$ cat src/rtl/hcd_pkg.sv
package hcd_pkg;

  // Width of the chunk size counter; a size that needs more bits is an error.
  localparam int SIZE_BITS = 32;

  // Result status codes.
  localparam logic [1:0] ST_FRAME = 2'd0;
  localparam logic [1:0] ST_DATA  = 2'd1;
  localparam logic [1:0] ST_END   = 2'd2;
  localparam logic [1:0] ST_ERR   = 2'd3;

  localparam logic [7:0] CH_CR   = 8'h0d;
  localparam logic [7:0] CH_LF   = 8'h0a;
  localparam logic [7:0] CH_SEMI = 8'h3b;

  // One classified input word, handed from the front to the back.
  typedef struct packed {
    logic [7:0] raw;
    logic       hex_ok;
    logic [3:0] hex_val;
    logic       ws;
    logic       semi;
    logic       cr;
    logic       lf;
  } class_t;

  function automatic class_t classify(input logic [7:0] c);
    class_t k;
    k.raw     = c;
    k.hex_ok  = 1'b0;
    k.hex_val = 4'd0;
    if (c >= 8'h30 && c <= 8'h39) begin
      k.hex_ok  = 1'b1;
      k.hex_val = 4'(c - 8'h30);
    end else if (c >= 8'h61 && c <= 8'h66) begin
      k.hex_ok  = 1'b1;
      k.hex_val = 4'(c - 8'h57);
    end else if (c >= 8'h41 && c <= 8'h46) begin
      k.hex_ok  = 1'b1;
      k.hex_val = 4'(c - 8'h37);
    end
    // space, tab, LF, VT, FF, CR
    k.ws   = (c == 8'h20) || (c >= 8'h09 && c <= 8'h0d);
    k.semi = (c == CH_SEMI);
    k.cr   = (c == CH_CR);
    k.lf   = (c == CH_LF);
    return k;
  endfunction

endpackage

$ cat src/rtl/hcd_in_if.sv
interface hcd_in_if;
  logic       valid;
  logic       ready;
  logic [7:0] in_byte;

  modport source (output valid, output in_byte, input ready);
  modport sink (input valid, input in_byte, output ready);
endinterface

$ cat src/rtl/hcd_out_if.sv
interface hcd_out_if;
  logic       valid;
  logic       ready;
  logic [7:0] data_byte;
  logic [1:0] status;

  modport source (output valid, output data_byte, output status, input ready);
  modport sink (input valid, input data_byte, input status, output ready);
endinterface

$ cat src/rtl/hcd_front.sv
module hcd_front (
  input  logic            clk,
  input  logic            rst,
  hcd_in_if.sink          body,
  output logic            push,
  output hcd_pkg::class_t push_word,
  input  logic            q_full
);
  import hcd_pkg::*;

  logic   held;
  class_t word;

  assign push       = held && !q_full;
  assign push_word  = word;
  assign body.ready = !held || !q_full;

  always_ff @(posedge clk) begin
    if (rst) begin
      held <= 1'b0;
    end else if (body.valid && body.ready) begin
      held <= 1'b1;
    end else if (push) begin
      held <= 1'b0;
    end
  end

  // Classify on the way in.
  always_ff @(posedge clk) begin
    if (body.valid && body.ready) begin
      word <= classify(body.in_byte);
    end
  end

endmodule

$ cat src/rtl/hcd_queue.sv
module hcd_queue (
  input  logic            clk,
  input  logic            rst,
  input  logic            push,
  input  hcd_pkg::class_t push_word,
  output logic            full,
  input  logic            pop,
  output logic            nonempty,
  output hcd_pkg::class_t pop_word
);
  import hcd_pkg::*;

  class_t     slot [2];
  logic       wr_ptr;
  logic       rd_ptr;
  logic [1:0] count;

  assign full     = (count == 2'd2);
  assign nonempty = (count != 2'd0);
  assign pop_word = slot[rd_ptr];

  always_ff @(posedge clk) begin
    if (rst) begin
      wr_ptr <= 1'b0;
      rd_ptr <= 1'b0;
      count  <= 2'd0;
    end else begin
      if (push) begin
        wr_ptr <= !wr_ptr;
      end
      if (pop) begin
        rd_ptr <= !rd_ptr;
      end
      case ({push, pop})
        2'b10:   count <= count + 2'd1;
        2'b01:   count <= count - 2'd1;
        default: count <= count;
      endcase
    end
  end

  always_ff @(posedge clk) begin
    if (push) begin
      slot[wr_ptr] <= push_word;
    end
  end

endmodule

$ cat src/rtl/hcd_back.sv
module hcd_back (
  input  logic            clk,
  input  logic            rst,
  input  logic            nonempty,
  input  hcd_pkg::class_t word,
  output logic            pop,
  hcd_out_if.source       result
);
  import hcd_pkg::*;

  localparam logic [2:0] PH_SIZE    = 3'd0;
  localparam logic [2:0] PH_EXT     = 3'd1;
  localparam logic [2:0] PH_SIZE_LF = 3'd2;
  localparam logic [2:0] PH_DATA    = 3'd3;
  localparam logic [2:0] PH_DATA_CR = 3'd4;
  localparam logic [2:0] PH_DATA_LF = 3'd5;
  localparam logic [2:0] PH_DONE    = 3'd6;
  localparam logic [2:0] PH_ERROR   = 3'd7;

  logic [2:0]           phase, phase_next;
  logic [SIZE_BITS-1:0] remaining, remaining_next;
  logic                 seen, seen_next;
  logic [1:0]           st_next;
  logic                 out_valid;
  logic [7:0]           data_byte;
  logic [1:0]           status;

  assign pop              = nonempty && (!out_valid || result.ready);
  assign result.valid     = out_valid;
  assign result.data_byte = data_byte;
  assign result.status    = status;

  always_comb begin
    phase_next     = phase;
    remaining_next = remaining;
    seen_next      = seen;
    st_next        = ST_FRAME;
    case (phase)
      PH_SIZE: begin
        if (word.hex_ok) begin
          if (remaining[SIZE_BITS-1 -: 4] != 4'd0) begin
            phase_next = PH_ERROR;
            st_next    = ST_ERR;
          end else begin
            remaining_next = {remaining[SIZE_BITS-5:0], word.hex_val};
            seen_next      = 1'b1;
          end
        end else if (!seen) begin
          if (!word.ws) begin
            phase_next = PH_ERROR;
            st_next    = ST_ERR;
          end
        end else if (word.semi) begin
          phase_next = PH_EXT;
        end else if (word.cr) begin
          phase_next = PH_SIZE_LF;
        end else begin
          phase_next = PH_ERROR;
          st_next    = ST_ERR;
        end
      end
      PH_EXT: begin
        if (word.cr) begin
          phase_next = PH_SIZE_LF;
        end
      end
      PH_SIZE_LF: begin
        if (!word.lf) begin
          phase_next = PH_ERROR;
          st_next    = ST_ERR;
        end else begin
          seen_next = 1'b0;
          if (remaining == '0) begin
            phase_next = PH_DONE;
            st_next    = ST_END;
          end else begin
            phase_next = PH_DATA;
          end
        end
      end
      PH_DATA: begin
        remaining_next = remaining - SIZE_BITS'(1);
        st_next        = ST_DATA;
        if (remaining == SIZE_BITS'(1)) begin
          phase_next = PH_DATA_CR;
        end
      end
      PH_DATA_CR: begin
        if (word.cr) begin
          phase_next = PH_DATA_LF;
        end else begin
          phase_next = PH_ERROR;
          st_next    = ST_ERR;
        end
      end
      PH_DATA_LF: begin
        if (word.lf) begin
          phase_next     = PH_SIZE;
          remaining_next = '0;
          seen_next      = 1'b0;
        end else begin
          phase_next = PH_ERROR;
          st_next    = ST_ERR;
        end
      end
      PH_DONE: begin
        st_next = ST_END;
      end
      default: begin
        phase_next = PH_ERROR;
        st_next    = ST_ERR;
      end
    endcase
  end

  always_ff @(posedge clk) begin
    if (rst) begin
      phase     <= PH_SIZE;
      remaining <= '0;
      seen      <= 1'b0;
      out_valid <= 1'b0;
    end else begin
      if (pop) begin
        phase     <= phase_next;
        remaining <= remaining_next;
        seen      <= seen_next;
        out_valid <= 1'b1;
      end else if (result.ready) begin
        out_valid <= 1'b0;
      end
    end
  end

  always_ff @(posedge clk) begin
    if (pop) begin
      status    <= st_next;
      data_byte <= (st_next == ST_DATA) ? word.raw : 8'd0;
    end
  end

endmodule

$ cat src/rtl/http_chunked_body_decoder.sv
// HTTP/1.1 chunked body decoder.
//
// body (sink): one raw byte of the chunked body per word, field in_byte.
// result (source): one word for every byte taken, in order, with status
//   0 framing byte consumed, 1 payload byte (in data_byte), 2 body ended,
//   3 error; data_byte is zero unless status is 1.
// Both channels move a word at a rising edge where valid and ready are high.
//
// Throughput: one byte per cycle while the receiver keeps result.ready high,
// set by the phase update in the back end. Each byte passes through the front
// register, then the queue, then the output register, before its result word
// is valid.
// A stalled receiver only holds the output register; the queue and the front
// register keep taking bytes until they fill, then body.ready drops.
// Reset (rst, synchronous): empties the pipeline and returns the parser to
// waiting for a chunk size. Errors stay until reset; after the last chunk
// every byte answers "body ended".
module http_chunked_body_decoder (
  input  logic  clk,
  input  logic  rst,
  hcd_in_if.sink     body,
  hcd_out_if.source  result
);
  import hcd_pkg::*;

  logic   push;
  class_t push_word;
  logic   q_full;
  logic   pop;
  logic   q_nonempty;
  class_t pop_word;

  // Front: take and classify bytes.
  hcd_front u_front (
    .clk       (clk),
    .rst       (rst),
    .body      (body),
    .push      (push),
    .push_word (push_word),
    .q_full    (q_full)
  );

  // Decouple the two halves so each can stall on its own.
  hcd_queue u_queue (
    .clk       (clk),
    .rst       (rst),
    .push      (push),
    .push_word (push_word),
    .full      (q_full),
    .pop       (pop),
    .nonempty  (q_nonempty),
    .pop_word  (pop_word)
  );

  // Back: run the chunk framing and drive results.
  hcd_back u_back (
    .clk      (clk),
    .rst      (rst),
    .nonempty (q_nonempty),
    .word     (pop_word),
    .pop      (pop),
    .result   (result)
  );

endmodule

$ cat src/flat_wrapper.sv
// flat-port wrapper written by rule: the top's interface ports become plain ports
module http_chunked_body_decoder_flat import hcd_pkg::*;
  (clk, rst, body_valid, body_in_byte, body_ready, result_valid, result_data_byte, result_status, result_ready);
  hcd_in_if body_i ();
  hcd_out_if result_i ();
  input  logic clk;
  input  logic rst;
  input wire logic [$bits(body_i.valid)-1:0] body_valid;
  input wire logic [$bits(body_i.in_byte)-1:0] body_in_byte;
  output wire logic [$bits(body_i.ready)-1:0] body_ready;
  output wire logic [$bits(result_i.valid)-1:0] result_valid;
  output wire logic [$bits(result_i.data_byte)-1:0] result_data_byte;
  output wire logic [$bits(result_i.status)-1:0] result_status;
  input wire logic [$bits(result_i.ready)-1:0] result_ready;
  assign body_i.valid = body_valid;
  assign body_i.in_byte = body_in_byte;
  assign body_ready = body_i.ready;
  assign result_valid = result_i.valid;
  assign result_data_byte = result_i.data_byte;
  assign result_status = result_i.status;
  assign result_i.ready = result_ready;
  http_chunked_body_decoder u_core (.clk(clk), .rst(rst), .body(body_i), .result(result_i));
endmodule
$ cat config.mk
export PLATFORM = sky130hd
export DESIGN_NAME = http_chunked_body_decoder_flat
export DESIGN_NICKNAME = d
export VERILOG_FILES = /design/src/rtl/hcd_pkg.sv /design/src/rtl/hcd_in_if.sv /design/src/rtl/hcd_out_if.sv /design/src/rtl/hcd_front.sv /design/src/rtl/hcd_queue.sv /design/src/rtl/hcd_back.sv /design/src/rtl/http_chunked_body_decoder.sv /design/src/flat_wrapper.sv
export SDC_FILE = /design/constraint.sdc
export NUM_CORES = 1
export LEC_CHECK = 0
export ABC_AREA = 1
export BUFFER_PORTS_ARGS = -buffer_cell sky130_fd_sc_hd__clkbuf_2
export CORE_UTILIZATION = 67
export CTS_BUF_LIST = sky130_fd_sc_hd__clkbuf_2
export DETAILED_ROUTE_END_ITERATION = 10
export GPL_TIMING_DRIVEN = 0
export MAX_ROUTING_LAYER = met4
export PLACE_DENSITY = 0.84
export RECOVER_POWER = 25
export SYNTH_ARGS = -nofsm -noshare
export SYNTH_HDL_FRONTEND = slang
export SYNTH_SLANG_ARGS = --single-unit
$ cat constraint.sdc
create_clock -name clk -period 3.1 [get_ports clk]
set_clock_uncertainty 0.1 [all_clocks]
set_input_delay 0.465 -clock clk [delete_from_list [all_inputs] [get_ports clk]]
set_output_delay 0.465 -clock clk [all_outputs]
set_load 0.02 [all_outputs]
==> metrics.md, run 1 <==
| Metric | Value |
|---|---|
| Status | `finished clean` |
| Chip Height | `90.6 um` |
| Hold Path Class | `in2reg` |
| Port bufs | `23` |
| Final Wtd Congestion | `0.940` |
| Area after DPL | `5500 sq um` |
| Worst vdd ir | `0.576 mV` |
| DR DRC count | `0` |
| Die ar. | `8200 sq um` |
| Seq cells post-synth | `104` |
| Final worst setup slack | `0.718 ns` |
| Reg2reg setup slack | `0.72 ns` |
| Hold worst-path end | `u_core.u_back.result.valid` |
| Post-synthesis cell count | `636` |
| Wire per inst | `16.0 um` |
| Setup tns final | `0 ns` |
| Synth Net Count | `656` |
| Hold path startpoint | `result_ready` |
| Rows | `31` |
| Delay-heaviest family, CP | `buffers and inverters` |
| Multi-input logic area | `2260 sq um` |
| Worst EP arrival | `2.77 ns` |
| Max FO, Critical Path | `16` |
| Via count | `4720` |
| Async set-or-reset flop fraction in the synthesized netlist | `0%` |
| Clk slew on worst S/H paths | `0.27 ns` |
| Core Util, Final | `76.4%` |
| Final WL | `12600 um` |
| Number of synthesized flops with an enable pin | `61` |
| Total CTS buffers | `9` |
| Synthesized cell area | `5260 sq um` |
| Clock sinks | `104` |
| CP max stage cell | `inv_1` |
| Pre-antenna DRT Iters | `6` |
| Worst r2r src | `u_core.u_queue.count[0]` |
| Worst Path Buf+Inv | `4` |
| Congestion Overflow GR | `0` |
| WHS Path Cells | `4` |
| Slew @ Worst Pin | `0.931 ns` |
| Initial antenna violation count | `0` |
| Clock root cell | `clkbuf_2` |
| ANT nets after route | `0` |
| Initial drt markers | `498` |
| Vias in the first global route | `4419` |
| Grt met3 use | `6.82%` |
| GRT met2 Usage | `54.3%` |
| Post-route cell area | `5660 sq um` |
| Initial Utilization | `70.9%` |
| Hold WS | `0.0210 ns` |
| Unrepaired setup endpoints after global routing | `no` |
| Top_reg_cell synth | `edfxtp_1` |
| Clock H-tree levels | `3` |
| Tmin final | `2.38 ns` |
| GRT busiest layer | `met2` |
| Largest net degree at the start of global routing | `19` |
| Vias/cell | `6.03` |
| Seq/Total Area, Yosys | `51.2%` |
| Core area | `7410 sq um` |
| Syn Area/Cell | `8.26 sq um` |
| Worst r2r dst | `u_core.u_back.remaining[16]` |
| Antenna fix cells | `0` |
| Place WS | `0.597 ns` |
| Crit start category | `register` |
| Clk_lat worst skew | `0.58 ns` |
| Leak | `2.32 nW` |
| CP Capture Type | `register` |
| R2r worst-path depth | `9` |
| Area Overhead vs Synth | `7.76%` |
| Synth cell types | `39` |
| F_max | `420 MHz` |
| DP HPWL | `8930 um` |
| Max-slew violations | `0` |
| Worst Path Required | `3.49 ns` |
| I/O Pins | `24` |
| CP most frequent cell | `buf_6` |
| Finish-stage setup viols | `0` |
| Fill count | `593` |
| Max incr delay on CP | `0.55 ns` |
| First-pass GRT wire length | `20500 um` |
| YS warnings | `0` |
| Die width | `90.6 um` |
| Max transition margin | `37.9%` |
| FF/Latch Area | `2690 sq um` |
| CP Class | `reg2reg` |
| GRT Util Overall | `32.9%` |
| Bufs on Longest Clock Path | `2` |
| Cell Pwr Density | `816 nW/um^2` |
| Fraction of layout cells with a size suffix above 1 | `11.3%` |
| PostCTS Resize Cnt | `0` |
| Tcrit/Tclk final | `76.8%` |
| Layout net count | `699` |
| CTS tree | `done` |
| Max cap viols | `0` |
| CP cell instances | `o21ai_0 -> inv_1 -> nand2_2 -> nor2_4 -> inv_2 -> buf_6 -> buf_6 -> a21oi_2 -> a21oi_1` |
| Final Hold Viols | `0` |
| Met1 usage | `39.7%` |
==> worst max path at each step <==
stage / start / end / slack [ns] / depth (start not counted)
floorplan: result_ready / u_core.u_back.remaining[14] / 1.11 / 11
global placement: result_ready / u_core.u_back.remaining[16] / 0.63 / 12
detailed placement: result_ready / u_core.u_back.remaining[16] / 0.60 / 12
CTS: u_core.u_queue.count[0] / u_core.u_back.remaining[16] / 0.75 / 9
global route: u_core.u_queue.count[0] / u_core.u_back.remaining[20] / 0.45 / 8
finish: u_core.u_queue.count[0] / u_core.u_back.remaining[16] / 0.72 / 9
==> cell usage in the layout, fill, tap and decap left out, drive strengths merged, types with 2 or more instances in the layout <==
cell type | synthesis | routed
nand2 | 127 | 127
nor2 | 94 | 94
a21oi | 80 | 80
edfxtp | 61 | 61
o21ai | 58 | 58
inv | 52 | 54
clkbuf | 10 | 44
dfxtp | 43 | 43
nand3 | 35 | 35
buf | 10 | 11
nor3 | 9 | 9
or2 | 9 | 9
ha | 8 | 8
dlygate4sd3 | 0 | 8
nand4 | 7 | 7
a31oi | 4 | 4
xor2 | 4 | 4
nor4 | 3 | 3
o31ai | 3 | 3
o21bai | 3 | 3
a31o | 3 | 3
clkinv | 1 | 3
o211ai | 2 | 2
a21o | 2 | 2
o32ai | 2 | 2
==> flip-flops by register name, summed over array words and instances, names as in the netlist, named ones only <==
signal and flops:
u_core.u_back.phase 3, u_core.u_queue.wr_ptr 1, u_core.u_queue.count 2, u_core.u_front.push_word 17, u_core.u_back.seen 1, u_core.u_front.held 1
u_core.u_back.remaining 32, u_core.u_queue.rd_ptr 1, u_core.u_back.result.valid 1, u_core.u_back.result.data_byte 8, u_core.u_queue.slot 34, u_core.u_back.result.status 2
==> cell type report <==
type | count | share of cell area, %
Clock buffer | 11 | 0.972
Multi-Input combinational cell | 459 | 39.9
Tap cell | 99 | 2.19
Sequential cell | 104 | 47.5
Clock inverter | 5 | 0.574
Inverter | 53 | 3.54
Timing Repair Buffer | 32 | 3.42
Buffer | 20 | 1.88
==> per-stage QoR <==
stage	total power, mW	instances
2_1_floorplan	3.48	636
3_3_place_gp	3.94	758
3_5_place_dp	4.04	759
4_1_cts	4.57	778
5_1_grt	4.97	783
6_report	4.62	783
==> Yosys cell counts (all sizes together) (3+ instances only) <==
| cell type | number | share of area [%] |
|---|---|---|
| nand4 | 7 | 0.83 |
| nor4 | 3 | 0.36 |
| or2 | 9 | 1.1 |
| a31oi | 4 | 0.48 |
| clkbuf | 10 | 0.71 |
| inv | 52 | 3.7 |
| o21bai | 3 | 0.43 |
| ha | 8 | 1.9 |
| nand2 | 127 | 9.2 |
| nand3 | 35 | 3.4 |
| a31o | 3 | 0.50 |
| nor3 | 9 | 0.86 |
| xor2 | 4 | 0.67 |
| o31ai | 3 | 0.43 |
| dfxtp | 43 | 16 |
| a21oi | 80 | 8.3 |
| edfxtp | 61 | 35 |
| buf | 10 | 1.3 |
| nor2 | 94 | 7.0 |
| o21ai | 58 | 5.7 |
==> cell families (layout without fill, tap and decap cells) <==
family,count (synthesis),after routing,share of synthesized area (%)
fa+ha+maj,8,8,1.90
buf+inv,73,121,5.83
xor+xnor,4,4,0.667
flops,104,104,51.2
simple gates,286,286,23.0
compound gates,161,161,17.4
==> per-layer routing <==
metal / up-vias / part of all wire (%)
li1: 2264 / -
met1: 2183 / 41
met2: 244 / 49
met3: 29 / 7.7
met4: 0 / 2.2
met5: - / 0
==> report_power, final <==
group / switching, mW / internal (mW)
Combinational: 1.46 / 0.685
Clock: 0.437 / 0.113
Sequential: 0.185 / 1.74
==> timing repair <==
| action | in CTS | in global routing |
|---|---|---|
| endpoints found under the hold margin | 3 | 5 |
| buffers inserted | 0 | 0 |
| hold buffers | 3 | 5 |
==> worst reg2reg max path, stage by stage, from the launching register on <==
cell,delay [ns]
dfxtp_1,0.48
o21ai_0,0.17
inv_1,0.55
nand2_2,0.16
nor2_4,0.27
inv_2,0.07
buf_6,0.15
buf_6,0.16
a21oi_2,0.13
a21oi_1,0.08
Power figures use the tool's default switching activity.
==> run 2, diff against run 1 <==
- CORE_UTILIZATION: 67 -> 64
- PLACE_DENSITY: 0.84 -> 0.8
- clock period: 3.1 -> 2.4 ns (I/O delays scaled with it)
==> run 2 against run 1 <==
Sequential cell count is the same. Clock power up 34%. Clock-buffer cell count did not move. Utilization shrank 3.5 points.
==> metrics.md, run 2 (same netlist as run 1, synthesis figures left out) <==
| Metric | Value |
|---|---|
| Clock root cell | `clkbuf_2` |
| DP HPWL | `8670 um` |
| CP Capture Type | `register` |
| CTS tree | `done` |
| Antenna fix cells | `0` |
| Bufs on Longest Clock Path | `2` |
| FF/Latch Area | `2690 sq um` |
| Rows | `32` |
| Reg2reg setup slack | `0.25 ns` |
| Congestion Overflow GR | `0` |
| Leak | `2.35 nW` |
| Final WL | `12200 um` |
| Die width | `92.6 um` |
| Net Sw Frac | `44.9%` |
| Layout net count | `704` |
| Clock H-tree levels | `3` |
| Core Util, Final | `73.0%` |
| CP Class | `in2reg` |
| Clk pwr share | `12.4%` |
| Unrepaired setup endpoints after global routing | `no` |
| Hold Path Class | `reg2reg` |
| Setup tns final | `0 ns` |
| Internal | `3.30 mW` |
| Biggest register | `u_core.u_queue.slot` |
| I/O Pins | `24` |
| Die ar. | `8580 sq um` |
| DR DRC count | `0` |
| Final Wtd Congestion | `0.963` |
| Max-slew violations | `0` |
| Place WS | `0.0125 ns` |
| Final worst setup slack | `0.213 ns` |
| Comb power frac | `46.2%` |
| Status | `finished clean` |
| Most frequent cells in the layout | `nand2_1, nor2_1, a21oi_1, edfxtp_1, o21ai_0` |
| F_max | `457 MHz` |
| Slew @ Worst Pin | `0.912 ns` |
| Max reg flops | `34` |
| Cell Pwr Density | `1050 nW/um^2` |
| Tmin final | `2.19 ns` |
| Worst Path Required | `2.76 ns` |
| Largest net degree at the start of global routing | `19` |
| Vias in the first global route | `4344` |
| Initial antenna violation count | `0` |
| Vias/cell | `5.87` |
| Pre-antenna DRT Iters | `5` |
| Net Switching | `2.69 mW` |
| Worst vdd ir | `0.662 mV` |
| Initial Utilization | `67.0%` |
| Area Overhead vs Synth | `8.98%` |
| Max cap viols | `0` |
| Sequential power share | `41.5%` |
| Initial drt markers | `375` |
| First-pass GRT wire length | `20100 um` |
| Multi-input logic area | `2260 sq um` |
| Chip Height | `92.6 um` |
| Fill count | `631` |
| Max FO, Critical Path | `8` |
| Final Hold Viols | `0` |
| Finish-stage setup viols | `0` |
| Core area | `7850 sq um` |
| Port bufs | `23` |
| Tcrit/Tclk final | `91.1%` |
| ANT nets after route | `0` |
| Via count | `4645` |
| GRT Util Overall | `30.8%` |
| Clk_lat worst skew | `0.58 ns` |
| Worst EP arrival | `2.55 ns` |
| Crit start category | `primary input` |
| Clock sinks | `104` |
| Hold WS | `0.376 ns` |
| Total CTS buffers | `9` |
| Fraction of layout cells with a size suffix above 1 | `11.9%` |
| Wire per inst | `15.4 um` |
| Max transition margin | `39.1%` |
| Clk slew on worst S/H paths | `0.29 ns` |
| Commonest non-fill, non-tap cell in the layout | `nand2_1` |
-- run 2: cell types whose count changed in the layout (fill, tap and decap cells not counted), sizes merged --
cell / change
dlygate4sd3: +5
clkinvlp: +1
clkinv: -1
-- run 2: metrics by stage --
step	total power [mW]	std cells	cell area, sq um
floorplan	4.50	636	5260
global placement	5.10	761	5500
detailed placement	5.19	762	5510
CTS	5.94	791	5730
global route	6.41	791	5730
finish	5.98	791	5730
-- run 2: layer usage --
metal	track usage (%)	routed length (um)	vias to the layer above
li1	-	-	2262
met1	38.8	5180	2154
met2	50.9	5880	194
met3	5.34	813	35
met4	10.4	291	0
met5	-	0	-
-- run 2: power groups by stage --
stage | logic, mW | registers (mW) | clock network, mW
2_1_floorplan | 1.93 | 2.57 | 0
3_3_place_gp | 2.60 | 2.50 | 0
3_5_place_dp | 2.68 | 2.52 | 0
4_1_cts | 2.71 | 2.48 | 0.751
5_1_grt | 3.07 | 2.52 | 0.815
6_report | 2.76 | 2.48 | 0.739
-- run 2: area by class of cell --
| cell class | instances | area share [%] |
|---|---|---|
| Timing Repair Buffer | 37 | 4.30 |
| Clock buffer | 11 | 0.961 |
| Inverter | 53 | 3.50 |
| Sequential cell | 104 | 47.0 |
| Multi-Input combinational cell | 459 | 39.4 |
| Tap cell | 102 | 2.23 |
| Clock inverter | 5 | 0.699 |
| Buffer | 20 | 1.86 |
-- run 2: critical path, cell delays in order --
cell and delay, ns:
dlygate4sd3_1 0.53, clkbuf_2 0.21, inv_1 0.11, ha_1 0.22, inv_1 0.06, o21ai_0 0.06, o21ai_0 0.43, inv_1 0.15
a31oi_1 0.22, o21ai_0 0.13, inv_1 0.06
-- run 2: repair_timing --
action                                 4_1_cts  5_1_grt
hold buffers                                13        0
setup buffers                                0        0
setup endpoints to repair                    0       24
endpoints found under the hold margin       14        0
gates resized for setup                      0        1
-- run 2: path summary, 6_finish.rpt --
| kind | depth (start not counted) | from | to |
|---|---|---|---|
| max | 11 | body_in_byte[0] | u_core.u_front.push_word[7] |
| min | 0 | u_core.u_front.push_word[3] | u_core.u_queue.slot[0][3] |
| max reg2reg | 9 | u_core.u_queue.count[0] | u_core.u_back.remaining[16] |
| min reg2reg | 0 | u_core.u_front.push_word[3] | u_core.u_queue.slot[0][3] |
